[config.mk]
export PLATFORM = sky130hd
export DESIGN_NAME = arp_receive_classifier
export DESIGN_NICKNAME = d
export VERILOG_FILES = /design/src/arc_pkg.sv /design/src/arp_receive_classifier.sv /design/src/arc_parser.sv /design/src/arc_out_reg.sv
export SDC_FILE = /design/constraint.sdc
export NUM_CORES = 1
export LEC_CHECK = 0
export BUFFER_PORTS_ARGS = -buffer_cell sky130_fd_sc_hd__buf_4
export CAP_MARGIN = 40
export CELL_PAD_IN_SITES_DETAIL_PLACEMENT = 1
export CELL_PAD_IN_SITES_GLOBAL_PLACEMENT = 1
export CORE_UTILIZATION = 47
export CTS_CLUSTER_SIZE = 28
export DETAILED_ROUTE_END_ITERATION = 8
export GPL_TIMING_DRIVEN = 0
export PLACE_DENSITY_LB_ADDON = 0.1
export SYNTH_ARGS = -nofsm -noshare
export SYNTH_HDL_FRONTEND = slang
export SYNTH_HIERARCHICAL = 1
export SYNTH_SLANG_ARGS = --single-unit
[constraint.sdc]
create_clock -name clk_i -period 3.9 [get_ports clk_i]
set_input_delay 0.585 -clock clk_i [delete_from_list [all_inputs] [get_ports clk_i]]
set_output_delay 0.585 -clock clk_i [all_outputs]
set_load 0.02 [all_outputs]
[src/arc_pkg.sv]
// Shared types, constants and helpers for the ARP receive classifier.
package arc_pkg;

  localparam int unsigned HdrLen  = 28;
  localparam int unsigned IdxW    = 5;
  localparam logic [IdxW-1:0] HDR_LEN     = IdxW'(HdrLen);
  localparam logic [IdxW-1:0] IDX_OP_HI   = IdxW'(6);
  localparam logic [IdxW-1:0] IDX_OP_LO   = IdxW'(7);
  localparam logic [IdxW-1:0] IDX_SMAC_LO = IdxW'(8);
  localparam logic [IdxW-1:0] IDX_SMAC_HI = IdxW'(13);
  localparam logic [IdxW-1:0] IDX_SIP_LO  = IdxW'(14);
  localparam logic [IdxW-1:0] IDX_SIP_HI  = IdxW'(17);
  localparam logic [IdxW-1:0] IDX_TIP_LO  = IdxW'(24);
  localparam logic [IdxW-1:0] IDX_FIX_HI  = IdxW'(5);

  localparam logic [15:0] OP_REQUEST   = 16'd1;
  localparam logic [15:0] OP_REPLY     = 16'd2;
  localparam logic [15:0] OP_RARP_LAST = 16'd4;

  typedef enum logic [2:0] {
    VERDICT_SHORT     = 3'd0,
    VERDICT_BAD_HDR   = 3'd1,
    VERDICT_REQ_LOCAL = 3'd2,
    VERDICT_REQ_OTHER = 3'd3,
    VERDICT_REPLY     = 3'd4,
    VERDICT_RARP      = 3'd5
  } verdict_e;

  typedef struct packed {
    verdict_e     verdict;
    logic         learn;
    logic [47:0]  src_mac;
    logic [31:0]  src_ip;
  } res_t;

  // Expected value of the fixed header bytes: htype 1, ptype 0x0800, hlen 6, plen 4.
  function automatic logic [7:0] hdr_byte(input logic [IdxW-1:0] idx);
    logic [7:0] val;
    unique case (idx)
      IdxW'(0): val = 8'h00;
      IdxW'(1): val = 8'h01;
      IdxW'(2): val = 8'h08;
      IdxW'(3): val = 8'h00;
      IdxW'(4): val = 8'h06;
      IdxW'(5): val = 8'h04;
      default:  val = 8'h00;
    endcase
    return val;
  endfunction

endpackage

[src/arp_receive_classifier.sv]
// Top level of the ARP receive classifier: input register, parser, result register.
//
//   channel | direction | handshake                    | payload
//   --------+-----------+------------------------------+-----------------------------------
//   in      | input     | in_valid_i / in_stall_o      | data_byte_i, last_byte_i
//   out     | output    | out_valid_o / out_stall_i    | verdict_o, learn_entry_o,
//           |           |                              | sender_mac_out_o, sender_ip_out_o
//   cfg     | input     | cfg_we_i                     | cfg_data_i (local IP)
//
// One byte per cycle sustained, unless a final byte waits for room in the result register.
// Bytes pass through one input register, then the parser and compare logic,
// then the result register; only a final byte needs room in the result register.
// Reset clears the packet state, the local IP and both valid flags.
// A stalled result holds the final byte in the input register and stalls the input.
module arp_receive_classifier (
  input  logic        clk_i,
  input  logic        rst_ni,
  input  logic        in_valid_i,
  output logic        in_stall_o,
  input  logic [7:0]  data_byte_i,
  input  logic        last_byte_i,
  output logic        out_valid_o,
  input  logic        out_stall_i,
  output logic [2:0]  verdict_o,
  output logic        learn_entry_o,
  output logic [47:0] sender_mac_out_o,
  output logic [31:0] sender_ip_out_o,
  input  logic        cfg_we_i,
  input  logic [31:0] cfg_data_i
);
  import arc_pkg::*;

  logic        iv_q, iv_d;
  logic [7:0]  byte_q;
  logic        last_q;
  logic [31:0] local_ip_q;
  logic        in_accept;
  logic        proc_fire;
  logic        out_ready;
  res_t        parse_res;
  res_t        out_res;

  // Non-final bytes never wait on the output side.
  assign proc_fire  = iv_q && (!last_q || out_ready);
  assign in_stall_o = iv_q && !proc_fire;
  assign in_accept  = in_valid_i && !in_stall_o;

  always_comb begin
    iv_d = iv_q;
    if (in_accept) begin
      iv_d = 1'b1;
    end else if (proc_fire) begin
      iv_d = 1'b0;
    end
  end

  always_ff @(posedge clk_i or negedge rst_ni) begin
    if (!rst_ni) begin
      iv_q       <= 1'b0;
      local_ip_q <= '0;
    end else begin
      iv_q <= iv_d;
      if (cfg_we_i) begin
        local_ip_q <= cfg_data_i;
      end
    end
  end

  always_ff @(posedge clk_i) begin
    if (in_accept) begin
      byte_q <= data_byte_i;
      last_q <= last_byte_i;
    end
  end

  arc_parser u_parser (
    .clk_i      (clk_i),
    .rst_ni     (rst_ni),
    .fire_i     (proc_fire),
    .byte_i     (byte_q),
    .last_i     (last_q),
    .local_ip_i (local_ip_q),
    .res_o      (parse_res)
  );

  arc_out_reg u_out_reg (
    .clk_i       (clk_i),
    .rst_ni      (rst_ni),
    .load_i      (proc_fire && last_q),
    .res_i       (parse_res),
    .out_stall_i (out_stall_i),
    .ready_o     (out_ready),
    .out_valid_o (out_valid_o),
    .res_o       (out_res)
  );

  assign verdict_o        = out_res.verdict;
  assign learn_entry_o    = out_res.learn;
  assign sender_mac_out_o = out_res.src_mac;
  assign sender_ip_out_o  = out_res.src_ip;

endmodule

[src/arc_parser.sv]
// Header capture, field check and packet classification for one byte per cycle.
module arc_parser (
  input  logic             clk_i,
  input  logic             rst_ni,
  input  logic             fire_i,
  input  logic [7:0]       byte_i,
  input  logic             last_i,
  input  logic [31:0]      local_ip_i,
  output arc_pkg::res_t    res_o
);
  import arc_pkg::*;

  logic [IdxW-1:0] idx_q, idx_d, idx_upd;
  logic            bad_q, bad_d, bad_upd;
  logic [15:0]     op_q, op_d, op_upd;
  logic [47:0]     smac_q, smac_d, smac_upd;
  logic [31:0]     sip_q, sip_d, sip_upd;
  logic [31:0]     tip_q, tip_d, tip_upd;

  always_comb begin
    idx_upd  = idx_q;
    bad_upd  = bad_q;
    op_upd   = op_q;
    smac_upd = smac_q;
    sip_upd  = sip_q;
    tip_upd  = tip_q;
    if (fire_i && (idx_q < HDR_LEN)) begin
      if (idx_q <= IDX_FIX_HI) begin
        if (byte_i != hdr_byte(idx_q)) bad_upd = 1'b1;
      end else if (idx_q == IDX_OP_HI || idx_q == IDX_OP_LO) begin
        op_upd = {op_q[7:0], byte_i};
      end else if (idx_q >= IDX_SMAC_LO && idx_q <= IDX_SMAC_HI) begin
        smac_upd = {smac_q[39:0], byte_i};
      end else if (idx_q >= IDX_SIP_LO && idx_q <= IDX_SIP_HI) begin
        sip_upd = {sip_q[23:0], byte_i};
      end else if (idx_q >= IDX_TIP_LO) begin
        tip_upd = {tip_q[23:0], byte_i};
      end
      idx_upd = idx_q + IdxW'(1);
    end
  end

  // A finished packet returns all capture state to zero.
  always_comb begin
    if (fire_i && last_i) begin
      idx_d  = '0;
      bad_d  = 1'b0;
      op_d   = '0;
      smac_d = '0;
      sip_d  = '0;
      tip_d  = '0;
    end else begin
      idx_d  = idx_upd;
      bad_d  = bad_upd;
      op_d   = op_upd;
      smac_d = smac_upd;
      sip_d  = sip_upd;
      tip_d  = tip_upd;
    end
  end

  always_ff @(posedge clk_i or negedge rst_ni) begin
    if (!rst_ni) begin
      idx_q  <= '0;
      bad_q  <= 1'b0;
      op_q   <= '0;
      smac_q <= '0;
      sip_q  <= '0;
      tip_q  <= '0;
    end else begin
      idx_q  <= idx_d;
      bad_q  <= bad_d;
      op_q   <= op_d;
      smac_q <= smac_d;
      sip_q  <= sip_d;
      tip_q  <= tip_d;
    end
  end

  // Verdict from the state as it stands after this byte.
  always_comb begin
    res_o.verdict = VERDICT_SHORT;
    res_o.learn   = 1'b0;
    priority if (idx_upd < HDR_LEN) begin
      res_o.verdict = VERDICT_SHORT;
    end else if (bad_upd || op_upd == 16'd0 || op_upd > OP_RARP_LAST) begin
      res_o.verdict = VERDICT_BAD_HDR;
    end else if (op_upd == OP_REQUEST) begin
      res_o.verdict = (tip_upd == local_ip_i) ? VERDICT_REQ_LOCAL : VERDICT_REQ_OTHER;
      res_o.learn   = 1'b1;
    end else if (op_upd == OP_REPLY) begin
      res_o.verdict = VERDICT_REPLY;
      res_o.learn   = 1'b1;
    end else begin
      res_o.verdict = VERDICT_RARP;
    end
    res_o.src_mac = res_o.learn ? smac_upd : '0;
    res_o.src_ip  = res_o.learn ? sip_upd : '0;
  end

`ifndef SYNTHESIS
  a_idx_sat: assert property (@(posedge clk_i) disable iff (!rst_ni)
    idx_q <= HDR_LEN)
    else $error("byte index beyond header length");

  a_clear_after_last: assert property (@(posedge clk_i) disable iff (!rst_ni)
    fire_i && last_i |=> idx_q == '0 && !bad_q && op_q == '0)
    else $error("packet state not cleared after final byte");

  a_idx_holds_idle: assert property (@(posedge clk_i) disable iff (!rst_ni)
    !fire_i |=> $stable(idx_q) && $stable(tip_q))
    else $error("capture state moved without a byte");
`endif

endmodule

[src/arc_out_reg.sv]
// Result register toward the downstream side.
module arc_out_reg (
  input  logic             clk_i,
  input  logic             rst_ni,
  input  logic             load_i,
  input  arc_pkg::res_t    res_i,
  input  logic             out_stall_i,
  output logic             ready_o,
  output logic             out_valid_o,
  output arc_pkg::res_t    res_o
);
  import arc_pkg::*;

  logic valid_q, valid_d;
  res_t res_q;

  assign ready_o = !valid_q || !out_stall_i;

  always_comb begin
    valid_d = valid_q;
    if (load_i) begin
      valid_d = 1'b1;
    end else if (!out_stall_i) begin
      valid_d = 1'b0;
    end
  end

  always_ff @(posedge clk_i or negedge rst_ni) begin
    if (!rst_ni) begin
      valid_q <= 1'b0;
    end else begin
      valid_q <= valid_d;
    end
  end

  always_ff @(posedge clk_i) begin
    if (load_i) begin
      res_q <= res_i;
    end
  end

  assign out_valid_o = valid_q;
  assign res_o       = res_q;

`ifndef SYNTHESIS
  a_learn_match: assert property (@(posedge clk_i) disable iff (!rst_ni)
    valid_q |-> res_q.learn == (res_q.verdict == VERDICT_REQ_LOCAL ||
                                res_q.verdict == VERDICT_REQ_OTHER ||
                                res_q.verdict == VERDICT_REPLY))
    else $error("learn flag disagrees with verdict");

  a_no_learn_zero: assert property (@(posedge clk_i) disable iff (!rst_ni)
    valid_q && !res_q.learn |-> res_q.src_mac == '0 && res_q.src_ip == '0)
    else $error("sender fields set without learn");

  a_load_ready: assert property (@(posedge clk_i) disable iff (!rst_ni)
    load_i |-> ready_o)
    else $error("result loaded over an untaken item");
`endif

endmodule

Word-level counts from Yosys, hierarchy flattened
Index checks and enable logic that the tools add are counted.
Storage, ports and cells
  output and inout port bits: 86
  logic and storage cells: 99
  register bits after elaboration: 261
  input port bits: 46
Cells by class
  eq/ne operators: 11
  $add $sub $neg: 1
  magnitude comparators: 9
  multiplexer cells: 42
  reduce and logical (&&, ||, !) cells: 20
Operators by type and width (count)
  two-way mux 32 bit: 13
  two-way mux 48 bit: 5
  two-way mux 16 bit: 4
  equality test 32 bit: 1
  equality test 5 x 3 -> 1 bit, second input constant: 4
  equality test 16 x 1 -> 1 bit, second input constant: 1
  equality test 16 x 2 -> 1 bit, second input constant: 1
  > comparator 16 x 3 -> 1 bit, second input constant: 1
  logical NOT 16 bit: 1
  two-way mux 8 bit: 2
  case mux 4 bit (4 select lines): 1
  two-way mux 1 bit: 14
  >= comparator 5 x 4 -> 1 bit, second input constant: 2
  < comparator 5 bit, second input constant: 2
  two-way mux 5 bit: 2
  inequality test 8 bit: 1
  logical AND 1 bit: 7
  adder 5 x 1 -> 5 bit, second input constant: 1
  equality test 5 x 1 -> 1 bit, second input constant: 1
  equality test 5 x 2 -> 1 bit, second input constant: 1
  >= comparator 5 bit, second input constant: 1
  less-or-equal comparator 5 x 3 -> 1 bit, second input constant: 1
  less-or-equal comparator 5 x 4 -> 1 bit, second input constant: 1
  less-or-equal comparator 5 bit, second input constant: 1
  other kinds (6): 14

Longest topological paths before layout
  depth in word-level cells: 14
  mapped depth: 12
  depth with buffers taken out: 10

Cells and area by module
Netlist, hierarchy kept.
Modules (own cells, without submodules)
  arc_parser: seq. area each 3353.2 µm², cells an instance 733, area each 6871.6 µm², instances 1
  arc_out_reg: seq. area each 2547.4 µm², cells an instance 87, area each 2558.7 µm², instances 1
  arp_receive_classifier: seq. area each 1096.1 µm², cells an instance 85, area each 1681.6 µm², instances 1

Least setup slack after synthesis
OpenSTA, ideal clock, no wires.
  kind: in2reg
  start point: in out_stall_i
  end point: reg u_out_reg.res_q, in the netlist u_out_reg/res_o[0], enable pin
  path buffers: 0
  cell stages on the path: 2
  setup slack: 0.767 ns
  setup time: 0.453 ns
  data required time: 3.447 ns
  arrival time: 2.680 ns
  path through: nand2_1 and3_1
Between the ends
  cells in the longest elaborated chain, start to end: 5
RTL lines
  start, declared: line arp_receive_classifier.sv:23  | input logic out_stall_i,
  logical NOT 1 bit: line arc_out_reg.sv:17  | assign ready_o = !valid_q || !out_stall_i;
  logical OR 1 bit: line arc_out_reg.sv:17
  logical OR 1 bit: line arp_receive_classifier.sv:44  | assign proc_fire = iv_q && (!last_q || out_ready);
  logical AND 1 bit: line arp_receive_classifier.sv:44
  logical AND 1 bit: line arp_receive_classifier.sv:89  | .load_i (proc_fire && last_q),
  end signal, assigned: line arc_out_reg.sv:38  | res_q <= res_i;
  end, declared: line arc_out_reg.sv:15  | res_t res_q;
Every way passes these cells.
A chain may end at the register's enable or synchronous reset.

Worst setup path in the final report
  start point: reg u_out_reg.valid_q, in the netlist u_out_reg/out_valid_o
  end point: reg u_out_reg.res_q, in the netlist u_out_reg/res_o[81], data pin
Between the ends
  cells in the longest elaborated chain, start to end: 10
  elaborated cells on any way between the ends: 21
  those cells by class: order compare: 2; eq/ne: 3; mux: 8; reduce/logical: 8
RTL lines
  start, declared: line arc_out_reg.sv:14  | logic valid_q, valid_d;
  start signal, assigned: line arc_out_reg.sv:32  | valid_q <= valid_d;
  logical NOT 1 bit *: line arc_out_reg.sv:17
  logical OR 1 bit *: line arc_out_reg.sv:17
  named net out_ready: line arp_receive_classifier.sv:39  | logic out_ready;
  logical OR 1 bit *: line arp_receive_classifier.sv:44
  logical AND 1 bit *: line arp_receive_classifier.sv:44
  named net proc_fire: line arp_receive_classifier.sv:38  | logic proc_fire;
  logical AND 1 bit *: line arc_parser.sv:27  | if (fire_i && (idx_q < HDR_LEN)) begin
  branches (longest 5 deep; another with > comparator 16 x 3 -> 1 bit)
Mark *: on every way through the listed nets, which the timed path passes.

==> summary.md <==
| Metric | Value |
|---|---|
| Number of nets with antenna violations after detailed routing | `0` |
| Final core utilization | `roughly three fifths` |
| Syn Inst Count | `905` |
| Relative slew slack | `approximately half` |
| Setup repair after global routing missed its margin | `no` |
| Number of enable-type register cells in the synthesized netlist | `93` |
| Accumulated negative setup slack | `0 ns` |
| Synthesized area | `approximately 0.011 mm2` |
| Post-detailed-routing wire length | `approximately 29 mm` |
| Count of endpoints failing hold in the final timing report | `0` |
| Setup Skew | `approximately 0.0086 ns` |
| Maximum ir drop on the vdd rail | `about 0.00031 V` |
| Worst EP required | `4.16 ns` |
| Area share of the largest cell type after synthesis | `approximately 38%` |
| Cell Rows | `55` |
| Number of hold buffers added after CTS | `1` |
| Outcome | `finished clean` |
| Cells resized by post-CTS repair | `0` |
| Die Wd | `around 160 um` |
| Yosys warning count | `6` |
| Ranking of synthesized cells by area | `sky130_fd_sc_hd__dfrtp_1, sky130_fd_sc_hd__edfxtp_1, sky130_fd_sc_hd__mux2i_1` |
| Diode count | `0` |
| Net Count, Synth | `between 900 and 1k` |
| TritonCTS clock tree | `done` |
| Max Clk Rate | `0.294 GHz` |
| H-tree levels | `1` |
| Weighted congestion reported at the end of routability-driven placement | `0.888` |
| Main combinational cell family by area after synthesis | `multiplexers` |
| Max-slew violation total from the final report | `0` |
| Critical Path Start Type | `register` |
| Number of maximum-capacitance violations | `0` |
| CORE AREA | `between 0.02 and 0.025 mm2` |
| First-pass GRT wire length | `about 46 mm` |
| Top fanout value on the critical path | `10` |
| Routed wirelength normalized by instance count | `20.4 um` |
| Dpl cell area | `roughly 0.013 mm2` |
| Post-synthesis cell type with the largest combined area | `sky130_fd_sc_hd__dfrtp_1` |
| Type of the worst setup path | `register to register` |
| Post-synthesis compound-gate area fraction | `between 4 and 5%` |
| Detailed placement HPWL | `20.4 mm` |
| Gate power share | `under 10%` |
| CTS clock-pin slew for the worst setup and hold paths | `0.06 ns` |
| Skew-Pair Late Insertion Delay | `around 0.54 ns` |
| Post-synthesis share of cell area spent on full adders, half adders and majority gates | `0.450%` |
| Hold slack final | `~0.22 ns` |
| Share of the yosys chip area belonging to registers | `between 60% and 70%` |
| Post-synthesis average cell area | `between 10 and 15 um2` |
| PwrDens | `465 mW/mm2` |
| Number of global-route vias before repair | `between 8k and 9k` |
| Quantity of I/O buffers inserted on ports | `130` |
| Grt ovf | `0` |
| Pin count of the biggest net entering global routing | `approximately 120` |
| Transition time of the tightest slew-check pin | `a little under 0.8 ns` |
| Switch share | `24.0%` |
| First-pass iteration count of the detailed router | `5` |
| Final Critical Period | `between 3 and 4 ns` |
| Post-CTS repair timing setup buffer count | `0` |
| Total vias in the final route | `7482` |
| Synth cell types | `60` |
| P&R area growth vs syn | `21.6%` |
| Summed area of non-filler cells in the final layout | `0.0135 mm2` |
| Top Ports | `132` |
| Register bit total from synthesis | `261` |
| Static leakage | `5.87 nW` |
| Post-synthesis simple-gate area fraction | `approximately an eighth` |
| Part of the total power dissipated in the clock network | `between 40% and 50%` |
| CTS Sinks | `261` |
| Power Total | `approximately 6.3 mW` |
| Starting density of the core | `about half` |
| Portion of total power attributed to sequential cells | `between 40% and 50%` |
| Overall die area | `~0.024 mm2` |
| Async SR Flop Fraction | `64.4%` |
| Net switching power figure | `1.51 mW` |
| Via-to-Cell Ratio | `roughly 5.3` |
| Internal Power | `roughly 4.8 mW` |
| Final worst path period share | `around 87%` |
| Die height | `roughly 160 um` |
| WP data arrival | `around 3.7 ns` |
| Xor and xnor fraction of the mapped netlist area | `3.15%` |
| HP Class | `input pin to register` |
| Number of nets in the finished design | `between 1k and 1.5k` |
| Top flip-flop cell by instance count after synthesis | `sky130_fd_sc_hd__dfrtp_1` |
| Number of antenna violations at the first check in global routing | `0` |
| Proportion of synthesized area in mux cells | `approximately 14%` |
| Maximum clock insertion buffer count | `3` |
| Critical Path Sink Type | `register` |
| Total global-route track usage | `about a quarter` |
| Total clock buffers created by CTS | `28` |
| Post-route DRC violation count | `0` |
| Share of layout cells above drive strength 1 | `between 20% and 30%` |
| Total of endpoints with negative setup slack in the final report | `0` |
| CTS Root Cell | `sky130_fd_sc_hd__clkbuf_16` |
| DRC marker count from the first detailed-route iteration | `between 300 and 400` |
path summary, 6_finish.rpt:
path	start	end	slack [ns]	cells after the start
setup / recovery	u_out_reg/out_valid_o	u_out_reg/res_o[81]	0.50	11
hold / removal	data_byte_i[6]	byte_q[6]	0.22	1
hold reg to reg	u_out_reg/out_valid_o	u_out_reg/out_valid_o	0.51	1
setup reg to reg	u_out_reg/out_valid_o	u_out_reg/res_o[81]	0.50	11
min in group asynchronous	rst_ni	local_ip_q[20]	0.54	2
max in group asynchronous	rst_ni	u_parser/smac_q[21]	2.43	3
logic make-up after synthesis:
group                      after synthesis
xor gates and xnor gates                40
adders and majority gates                4
muxes                                  138
AOI/OAI and AO/OA                       74
DFF                                    261
buffers and inverters                   78
and+or+nand+nor                        310
sequential cells by signal, indices dropped and copies added (netlist names), 5 cells and up:
| register | flops |
|---|---|
| u_parser/sip_q | 32 |
| byte_q | 8 |
| u_out_reg/res_o | 84 |
| u_parser/smac_q | 48 |
| local_ip_q | 32 |
| u_parser/op_q | 16 |
| u_parser/tip_q | 32 |
| u_parser/idx_q | 5 |
layer usage:
layer | part of all wire [%] | vias up | track usage (%)
li1 | - | 3440 | -
met1 | 46 | 3837 | 34.4
met2 | 50 | 171 | 42.0
met3 | 3.4 | 34 | 2.50
met4 | 1.3 | 0 | 4.58
met5 | 0 | - | 0
layout by cell type (no fill, tap or decap), drive strengths merged, types with 26 or more instances in the layout:
master,count
inv,26
buf,159
a21oi,30
edfxtp,93
mux2i,106
nor2,210
nand2,53
dfrtp,168
clkbuf,65
mux2,32
synth_stat cells (3+ instances only):
cell	instances
sky130_fd_sc_hd__a21oi_1	30
sky130_fd_sc_hd__a22oi_1	4
sky130_fd_sc_hd__a31oi_1	6
sky130_fd_sc_hd__and2_1	3
sky130_fd_sc_hd__buf_1	5
sky130_fd_sc_hd__buf_12	3
sky130_fd_sc_hd__buf_2	17
sky130_fd_sc_hd__clkbuf_1	26
sky130_fd_sc_hd__dfrtp_1	168
sky130_fd_sc_hd__edfxtp_1	93
sky130_fd_sc_hd__ha_1	4
sky130_fd_sc_hd__inv_1	25
sky130_fd_sc_hd__mux2_4	30
sky130_fd_sc_hd__mux2i_1	106
sky130_fd_sc_hd__nand2_1	53
sky130_fd_sc_hd__nand3_1	5
sky130_fd_sc_hd__nand3b_1	3
sky130_fd_sc_hd__nand4_1	6
sky130_fd_sc_hd__nor2_1	210
sky130_fd_sc_hd__nor2b_1	4
sky130_fd_sc_hd__nor3_1	4
sky130_fd_sc_hd__nor4_1	6
sky130_fd_sc_hd__o22ai_1	4
sky130_fd_sc_hd__xnor2_1	19
sky130_fd_sc_hd__xor2_1	21
per-stage QoR:
| step | setup slack [ns] | instances |
|---|---|---|
| after CTS | 0.558 | 1403 |
| final | 0.501 | 1403 |
| after global placement | -0.216 | 1348 |
| after global routing | 0.358 | 1403 |
| after detailed placement | 0.263 | 1350 |
| after floorplan | 0.767 | 905 |
final cells by class:
type                       instances  area (um2)
timing repair buffer             133        1050
clock buffer                      39         812
multi-input combinational        566        3750
buffer                            53         280
sequential                       261        7000
tap                              313         392
fill                            2364        9400
inverter                          25        93.8
clock inverter                    13         148
power by group through the flow:
stage / sequential (mW) / clock (mW) / combinational, mW
finish: 3.04 / 2.69 / 0.567
global placement: 3.09 / 0 / 0.546
CTS: 3.04 / 2.74 / 0.571
detailed placement: 3.09 / 0 / 0.568
global route: 3.05 / 2.83 / 0.614
floorplan: 3.11 / 0 / 0.284
critical path, cell delays in order, from the launching register on:
cell                        delay, ns
sky130_fd_sc_hd__dfrtp_1         0.39
sky130_fd_sc_hd__nand2_1         0.11
sky130_fd_sc_hd__inv_1           0.05
sky130_fd_sc_hd__a21boi_0        0.17
sky130_fd_sc_hd__buf_2           0.23
sky130_fd_sc_hd__nand4b_1        0.52
sky130_fd_sc_hd__clkbuf_1        0.41
sky130_fd_sc_hd__a21oi_1         0.25
sky130_fd_sc_hd__o22ai_1         0.11
sky130_fd_sc_hd__a2111oi_0       0.42
sky130_fd_sc_hd__a41o_1          0.33
sky130_fd_sc_hd__a31oi_1         0.13
No activity file was read; power rests on OpenSTA's default activity.
